===== config.mk =====
export PLATFORM = sky130hd
export DESIGN_NAME = sorted_descending_key_table_top
export DESIGN_NICKNAME = d
export VERILOG_FILES = /design/src/sv/sdkt_pkg.sv /design/src/sv/sdkt_cell.sv /design/src/sv/sorted_descending_key_table_top.sv
export SDC_FILE = /design/constraint.sdc
export NUM_CORES = 2
export LEC_CHECK = 0
export ABC_AREA = 1
export BUFFER_PORTS_ARGS = -buffer_cell sky130_fd_sc_hd__clkbuf_2
export CAP_MARGIN = 5
export CORE_ASPECT_RATIO = 1.25
export CORE_MARGIN = 1
export CORE_UTILIZATION = 40
export DETAILED_ROUTE_END_ITERATION = 10
export PLACE_DENSITY_LB_ADDON = 0.1
export SLEW_MARGIN = 20
export SYNTH_ARGS = -nofsm -noshare
export SYNTH_HDL_FRONTEND = slang
export SYNTH_SLANG_ARGS = --single-unit

===== constraint.sdc =====
create_clock -name aclk -period 11.6 [get_ports aclk]
set_input_delay 1.74 -clock aclk [delete_from_list [all_inputs] [get_ports aclk]]
set_output_delay 1.74 -clock aclk [all_outputs]
set_load 0.02 [all_outputs]

===== src/sv/sdkt_pkg.sv =====
// ----------------------------------------------------------------------------
// sdkt_pkg
// Shared types and codes for the sorted descending key table.
// ----------------------------------------------------------------------------
package sdkt_pkg;

    localparam int KEY_W = 32;

    typedef logic signed [KEY_W-1:0] key_t;

    typedef enum logic [1:0] {
        ST_OK      = 2'd0,
        ST_FULL    = 2'd1,
        ST_EMPTY   = 2'd2,
        ST_MISSING = 2'd3
    } status_t;

    localparam logic CMD_INSERT = 1'b0;
    localparam logic CMD_DELETE = 1'b1;

    // per-cycle strobes broadcast to every cell
    typedef struct packed {
        logic ins_en;
        logic del_en;
    } op_t;

    // compare flags a cell reports for its held key
    typedef struct packed {
        logic ins_ge;   // cell lies at or past the insert point
        logic del_ge;   // cell lies at or past the first occurrence of the key
        logic eq;       // cell holds the key
    } flags_t;

endpackage


===== src/sv/sdkt_cell.sv =====
// ----------------------------------------------------------------------------
// sdkt_cell
// One slot of the table: holds a key, compares it against the broadcast key
// and shifts toward its right or left neighbor on insert or delete.
// ----------------------------------------------------------------------------
module sdkt_cell (
    input  logic            aclk,
    input  sdkt_pkg::op_t   op,
    input  sdkt_pkg::key_t  cmp_key,
    input  logic            occupied,
    input  sdkt_pkg::key_t  left_key,
    input  logic            left_ins_ge,
    input  sdkt_pkg::key_t  right_key,
    output sdkt_pkg::key_t  key_out,
    output sdkt_pkg::flags_t flags
);
    import sdkt_pkg::*;

    key_t key_reg;
    key_t key_next;

    always_comb begin
        flags.ins_ge = !occupied || (key_reg < cmp_key);
        flags.del_ge = occupied && (key_reg <= cmp_key);
        flags.eq     = occupied && (key_reg == cmp_key);
    end

    always_comb begin
        key_next = key_reg;
        if (op.ins_en) begin
            if (left_ins_ge) begin
                key_next = left_key;
            end else if (flags.ins_ge) begin
                key_next = cmp_key;
            end
        end else if (op.del_en && flags.del_ge) begin
            key_next = right_key;
        end
    end

    always_ff @(posedge aclk) begin
        key_reg <= key_next;
    end

    assign key_out = key_reg;

endmodule


===== src/sv/sorted_descending_key_table_top.sv =====
// ----------------------------------------------------------------------------
// sorted_descending_key_table_top
// Sorted descending key table: insert or delete one key per word.
// Latency: result word is valid the cycle after the input word is accepted.
// Throughput: one word per cycle unless the result channel stalls; every cell
// compares and shifts in parallel, updating the whole chain for each word.
// Reset: aresetn clears the count and output valid; cell keys are not reset.
// ----------------------------------------------------------------------------
module sorted_descending_key_table_top #(
    parameter int CAPACITY = 16
) (
    input  logic                aclk,
    input  logic                aresetn,
    input  logic                s_valid,
    output logic                s_ready,
    input  logic                s_command,
    input  sdkt_pkg::key_t      s_key,
    output logic                m_valid,
    input  logic                m_ready,
    output sdkt_pkg::status_t   m_status,
    output logic [4:0]          m_count
);
    import sdkt_pkg::*;

    localparam int CNT_W = $clog2(CAPACITY + 1);

    logic [CNT_W-1:0] count_reg;
    logic [CNT_W-1:0] count_next;
    logic             m_valid_reg;
    status_t          m_status_reg;
    logic [4:0]       m_count_reg;
    status_t          status_next;

    logic    accept;
    logic    full;
    logic    empty;
    logic    found;
    op_t     op;

    key_t    cell_key [CAPACITY];
    flags_t  cell_flags [CAPACITY];
    logic [CAPACITY-1:0] eq_vec;

    assign s_ready = !m_valid_reg || m_ready;
    assign accept  = s_valid && s_ready;
    assign full    = (count_reg == CNT_W'(CAPACITY));
    assign empty   = (count_reg == '0);
    assign found   = |eq_vec;

    always_comb begin
        op.ins_en = accept && (s_command == CMD_INSERT) && !full;
        op.del_en = accept && (s_command == CMD_DELETE) && found;
    end

    genvar gi;
    generate
        for (gi = 0; gi < CAPACITY; gi++) begin : g_cell
            key_t left_key;
            logic left_ge;
            key_t right_key;

            if (gi == 0) begin : g_first
                assign left_key = s_key;
                assign left_ge  = 1'b0;
            end else begin : g_mid
                assign left_key = cell_key[gi-1];
                assign left_ge  = cell_flags[gi-1].ins_ge;
            end

            if (gi == CAPACITY - 1) begin : g_last
                assign right_key = cell_key[gi];
            end else begin : g_inner
                assign right_key = cell_key[gi+1];
            end

            sdkt_cell u_cell (
                .aclk        (aclk),
                .op          (op),
                .cmp_key     (s_key),
                .occupied    (CNT_W'(gi) < count_reg),
                .left_key    (left_key),
                .left_ins_ge (left_ge),
                .right_key   (right_key),
                .key_out     (cell_key[gi]),
                .flags       (cell_flags[gi])
            );

            assign eq_vec[gi] = cell_flags[gi].eq;
        end
    endgenerate

    always_comb begin
        count_next  = count_reg;
        status_next = ST_OK;
        if (s_command == CMD_INSERT) begin
            if (full) begin
                status_next = ST_FULL;
            end else begin
                count_next = count_reg + CNT_W'(1);
            end
        end else begin
            priority if (empty) begin
                status_next = ST_EMPTY;
            end else if (!found) begin
                status_next = ST_MISSING;
            end else begin
                count_next = count_reg - CNT_W'(1);
            end
        end
    end

    always_ff @(posedge aclk) begin
        if (!aresetn) begin
            count_reg   <= '0;
            m_valid_reg <= 1'b0;
        end else begin
            if (accept) begin
                count_reg   <= count_next;
                m_valid_reg <= 1'b1;
            end else if (m_ready) begin
                m_valid_reg <= 1'b0;
            end
        end
    end

    always_ff @(posedge aclk) begin
        if (accept) begin
            m_status_reg <= status_next;
            m_count_reg  <= 5'(count_next);
        end
    end

    assign m_valid  = m_valid_reg;
    assign m_status = m_status_reg;
    assign m_count  = m_count_reg;

    // count stays within the table size
    assert property (@(posedge aclk) disable iff (!aresetn)
        count_reg <= CNT_W'(CAPACITY))
        else $error("count exceeds capacity");

    // count moves only when a word is taken
    assert property (@(posedge aclk) disable iff (!aresetn)
        !accept |=> $stable(count_reg))
        else $error("count changed without an accepted word");

    // insert into a full table reports full and keeps the count
    assert property (@(posedge aclk) disable iff (!aresetn)
        (accept && s_command == CMD_INSERT && full)
            |=> (m_status == ST_FULL && $stable(count_reg)))
        else $error("full insert handled wrongly");

    // a pending result always reflects the current count
    assert property (@(posedge aclk) disable iff (!aresetn)
        m_valid_reg |-> (m_count == 5'(count_reg)))
        else $error("result count out of step with table");

endmodule


# Word level (Yosys, flattened, before mapping)
# Index checks and enable logic that the tools add are counted.
totals:
  regBits: 525
  output_inout_bits: 9
  wordCells: 294
classes:
  n_addsub: 2
  n_lt_le_gt_ge: 47
  n_eq_ne: 32
  mux: 71
  n_bitwise: 1
  reduce_logical: 121
op_table:
  columns: ["cell", "n"]
  rows:
  - ["$mux 32", 61]
  - ["$eq 32x32->1", 16]
  - ["$lt 32x32->1", 16]
  - ["$le 32x32->1", 15]
  - ["$logic_and 1x1->1", 51]
  - ["$ne 3x3->1 const B", 14]
  - ["$lt 4x5->1 const A", 8]
  - ["$reduce_bool 2->1", 17]
  - ["$reduce_and 2->1", 16]
  - ["$lt 3x5->1 const A", 4]
  - ["$mux 5", 4]
  - ["$logic_not 1->1", 18]
  - ["$logic_or 1x1->1", 17]
  - ["$reduce_or 16->1", 1]
  - ["$lt 1x5->1 const A", 2]
  - ["$lt 2x5->1 const A", 2]
  - ["$mux 2", 3]
  - ["$add 5x1->5 const B", 1]
  - ["$eq 5x5->1 const B", 1]
  - ["$logic_not 5->1", 1]
  - ["$sub 5x1->5 const B", 1]
  - ["$mux 1", 3]
  - ["$ne 2x2->1 const B", 1]
  - ["$not 1->1", 1]

# Depth between registers and ports, before layout
depth:
  word_depth: 8
  ltp_mapped: 19

# Modules after synthesis
# A second synthesis with hierarchy kept.
hier_totals:
  cells_unflattened: 5456
  hier_area_um2: 41419.7
by_module_without_submodules:
  columns: ["mod", "n_inst", "cells_each", "area_each_um2", "seq_area_each_um2"]
  rows:
  - ["sdkt_cell at g_cell[0].u_cell ...", 15, 332, 2526.2, 960.9]
  - ["sdkt_cell at g_cell[15].u_cell", 1, 329, 2524.9, 960.9]
  - ["sorted_descending_key_table_top", 1, 147, 1002.2, 330.3]

# Worst setup path after synthesis
# Ideal clock, no wire load.
synth_timing:
  path_kind: "input to register"
  startpoint: "input s_key[21]"
  endpoint: "register g_cell[0].u_cell.key_reg[0] (enable)"
  setup_ns: 0.466
  arrival_ns: 6.245
  setup_slack_ns: 4.890
  stages: 13
  path_cell_list: "inv_1 > clkbuf_1 > ha_1 > a21oi_1 > nor2_1 > a211oi_1 > a21oi_1 > nor2_1 > nand3_1 > nand3_1 > inv_1 > buf_1 > o21ai_0"
synth_via:
  elab_chain_cells: 7
  elab_cells_between_ends: 42
synth_lines:
  columns: ["element", "line", "source"]
  rows:
  - ["start: declaration", "sorted_descending_key_table_top.sv:17", "input sdkt_pkg::key_t s_key,"]
  - ["branches (longest 6 deep; another with $le 32x32->1)", null, null]
  - ["$reduce_and 2->1 (no line) (*)", null, null]
  - ["end signal: assignment", "sdkt_cell.sv:42", "key_reg <= key_next;"]
  - ["end: declaration", "sdkt_cell.sv:19", "key_t key_reg;"]
# Every way passes the cells marked *.
# A chain may end at the register's enable or synchronous reset.

# Worst setup path after layout
layout_timing:
  startpoint: "input m_ready"
  endpoint: "register g_cell[7].u_cell.key_reg[25] (enable)"
layout_via:
  elab_chain_cells: 7
  elab_cells_between_ends: 10
layout_lines:
  columns: ["element", "line", "source"]
  rows:
  - ["start: declaration", "sorted_descending_key_table_top.sv:19", "input logic m_ready,"]
  - ["$logic_or 1x1->1 (*)", "sorted_descending_key_table_top.sv:44", "assign s_ready = !m_valid_reg || m_ready;"]
  - ["$logic_and 1x1->1 (*)", "sorted_descending_key_table_top.sv:45", "assign accept = s_valid && s_ready;"]
  - ["named net accept", "sorted_descending_key_table_top.sv:34", "logic accept;"]
  - ["$logic_and 1x1->1 (2 in series)", "sorted_descending_key_table_top.sv:52", "op.del_en = accept && (s_command == CMD_DELETE) && found;"]
  - ["$logic_and 1x1->1", "sdkt_cell.sv:36", "end else if (op.del_en && flags.del_ge) begin"]
  - ["$reduce_bool 2->1 (no line)", null, null]
  - ["$reduce_and 2->1 (no line) (*)", null, null]
  - ["end signal: assignment", "sdkt_cell.sv:42", null]
  - ["end: declaration", "sdkt_cell.sv:19", null]
# The timed path passes the listed nets; every way through them passes the cells marked *.

==> impl_results.md <==
* Crit-path max FO at 164
* CTS tree: yes
* Grt ovf at 0
* # setup viols final at 0
* Most frequent cells in the layout: nand2_1 (2,138), edfxtp_1 (519), ha_1 (516), o21ai_0 (470), a21oi_1 (309)
* Die height at 353 µm
* Fmax at 0.178 GHz
* H-tree levels at 3
* Post-route ant nets at 0
* Synth Area in Compound Gates at 0.116
* Worst-Skew Late Latency at 0.62 ns
* P_int at 3840 µW
* Die Width at 283 µm
* Initial antenna violation count at 1
* Hold Vio Cnt, Final at 0
* Final setup TNS at 0 ns
* Tcrit/Tclk final at 0.484
* P_leak at 0.0196 µW
* Seq/Total Area, Yosys at 0.398
* Sw frac at 0.320
* Clk root buf: clkbuf_16
* Yosys Warn Count at 0
* Cell Area, Synth at 39,500 µm²
* DRT Pass-1 Iters at 5
* Mux cell area share after synthesis at 0
* DR WL/cell at 17.8 µm
* Post-Syn Area per Cell at 7.71 µm²
* RSZ-0062 raised after global routing: no
* Hold_ws at 0.524 ns
* Drt total wl at 114,000 µm
* Slew Viols, Final at 0
* DRC at 0
* Clk buf depth at 3
* Initial Util at 0.404
* Register area at 15,700 µm²
* Crit-path cells: clkbuf_2, inv_1, nand2_1, nand2_1, clkinv_1, nand2_4, inv_8, buf_12, nand4_1, nor2_1, a21oi_4
* Worst Path Class, Setup: primary input to flip-flop
* Post-CTS Setup Repair Bufs at 0
* Multi-input gate area at 22,200 µm²
* Combinational share of power at 0.223
* Crit path top cell by count: nand2_1
* Cell count after synthesis at 5,123
* Area growth, synth to finish at 9.34%
* HP Class: flip-flop to flip-flop
* Adder-cell share of the synthesized area at 0.163
* Setup crit start kind: primary input
* CTS Hold Bufs at 0
* Via density at 5.15
* Worst-Margin Slew at 1.08 ns
* Clock-pin slew on the worst setup and hold paths at 0.06 ns
* DIE AREA at 100,000 µm²
* CP max stage delay at 0.87 ns
* Boundary Pins at 46
* Status: finished clean
* Fin nets at 5,603
* Vias post-DR at 32,979
* Critical path data arrival time at 5.83 ns
* Largest net degree at the start of global routing at 165
* Crit path max-delay family: simple AND/OR/NAND/NOR gates
* Fin crit period at 5.61 ns
* DPL Wire Length at 81,600 µm
* Core Rows at 128
* Inserted Diodes at 0
* Global-route wire length before repair at 182,000 µm
* Post-synth cell types at 37
* Worst clock skew at 0.0201 ns
* Peak supply drop at 108 µV
* Pwr/cell area at 131 nW/µm²
* Initial DRC Count at 2,139
* IO buf count at 45
* Core Box Area at 97,700 µm²
* Sw Pwr at 1810 µW
* Post_cts resized at 0
* Xor/xnor share of the synthesized area at 0.000887
* Max reg flops at 512
* CTS sink count at 525
* Crit path buf inv count at 5
* Syn nets at 5,676
* Most common cell after layout, fill and taps aside: nand2_1
* Clk network pwr share at 0.359
* GRT Util Overall at 0.226
* CTS Buf Count at 68
* Layout cells sized above 1 at 0.0496
* Endpoint type of the worst setup path: flip-flop
* Max Cap Viol at 0
* Fillcell total at 10,103
* Power share of the sequential group at 0.418
* Seq cells post-synth at 525
* Critical path's slowest cell: nand2_4
* Main combinational cell family by area after synthesis: simple AND/OR/NAND/NOR gates
* Gpl congestion at 0.816
* CP Data Required Time at 11.82 ns
* Slew Limit Headroom at 0.281
* Vias in the first global route at 33,104
* Simple logic cell fraction of the synthesized area at 0.276
## tightest hold or removal path, delay by kind of cell (launching register included)
| kind | cells | cell delay [ns] |
|---|---|---|
| flops | 1 | 0.30 |
| simple gates | 1 | 0.09 |
| compound gates | 1 | 0.07 |
## cell usage after synthesis, drive strengths merged
cell type | number | share of area
nand2 | 2143 | 0.20
nand4 | 71 | 0.011
ha | 516 | 0.16
o221ai | 1 | 0.00022
o21bai | 34 | 0.0065
buf | 98 | 0.012
dfxtp | 6 | 0.0030
clkbuf | 162 | 0.015
xor2 | 3 | 0.00067
nand3 | 259 | 0.034
o21ai | 478 | 0.061
xnor2 | 1 | 0.00022
a21oi | 321 | 0.041
edfxtp | 519 | 0.39
o211ai | 31 | 0.0059
nand3b | 1 | 0.00019
a22oi | 1 | 0.00019
a211oi | 3 | 0.00057
clkinv | 1 | 0.000095
o21a | 1 | 0.00019
a31oi | 4 | 0.00063
nor2 | 267 | 0.026
inv | 198 | 0.019
nor3 | 4 | 0.00079
## kinds of logic (layout without fill, tap and decap cells)
group | count (synthesis) | count (layout)
xor gates and xnor gates | 4 | 4
and+or+nand+nor | 2745 | 2745
buffers and inverters | 459 | 434
adders and majority gates | 516 | 516
DFF | 525 | 525
AOI/OAI and AO/OA | 874 | 874
## stage by stage
stage | worst slack (ns) | power, µW | cells | utilization | area (µm²)
after floorplan | 4.89 | 3280 | 5123 | - | 39500
after global placement | 5.36 | 3640 | 6275 | 0.420 | 41000
after detailed placement | 5.33 | 3660 | 6275 | 0.420 | 41000
after CTS | 5.97 | 5710 | 6393 | 0.441 | 43100
after global routing | 5.66 | 5970 | 6398 | 0.442 | 43200
final | 5.99 | 5640 | 6398 | 0.442 | 43200
## area by class of cell
cell class | instances | share of cell area
timing repair buffer | 117 | 0.0203
clock buffer | 84 | 0.0423
multi-input combinational | 4139 | 0.513
inverter | 199 | 0.0176
sequential | 525 | 0.364
clock inverter | 34 | 0.00524
tap | 1300 | 0.0377
## power by group through the flow
stage               Clock [µW]  Sequential [µW]  Combinational [µW]
floorplan                    0             2370                 907
CTS                       2080             2360                1260
global route              2150             2370                1450
detailed placement           0             2400                1260
global placement             0             2400                1240
finish                    2030             2360                1260
## final timing paths
kind / cells past startpoint / slack, ns / end / startpoint
setup / recovery: 11 / 5.99 / g_cell[7].u_cell.key_out[25]$_DFFE_PP_ / m_ready
hold / removal: 2 / 0.52 / m_valid$_SDFFE_PN0P_ / m_valid$_SDFFE_PN0P_
setup reg to reg: 9 / 6.78 / g_cell[6].u_cell.key_out[0]$_DFFE_PP_ / count_reg[1]$_SDFFE_PN0P_
hold reg to reg: 2 / 0.52 / m_valid$_SDFFE_PN0P_ / m_valid$_SDFFE_PN0P_
## layer usage
| metal | global-route usage | routed length (µm) |
|---|---|---|
| met1 | 0.282 | 50700 |
| met2 | 0.407 | 56500 |
| met3 | 0.0214 | 3500 |
| met4 | 0.0764 | 3320 |
| met5 | 0 | 0 |
No activity file was read; power rests on OpenSTA's default activity.
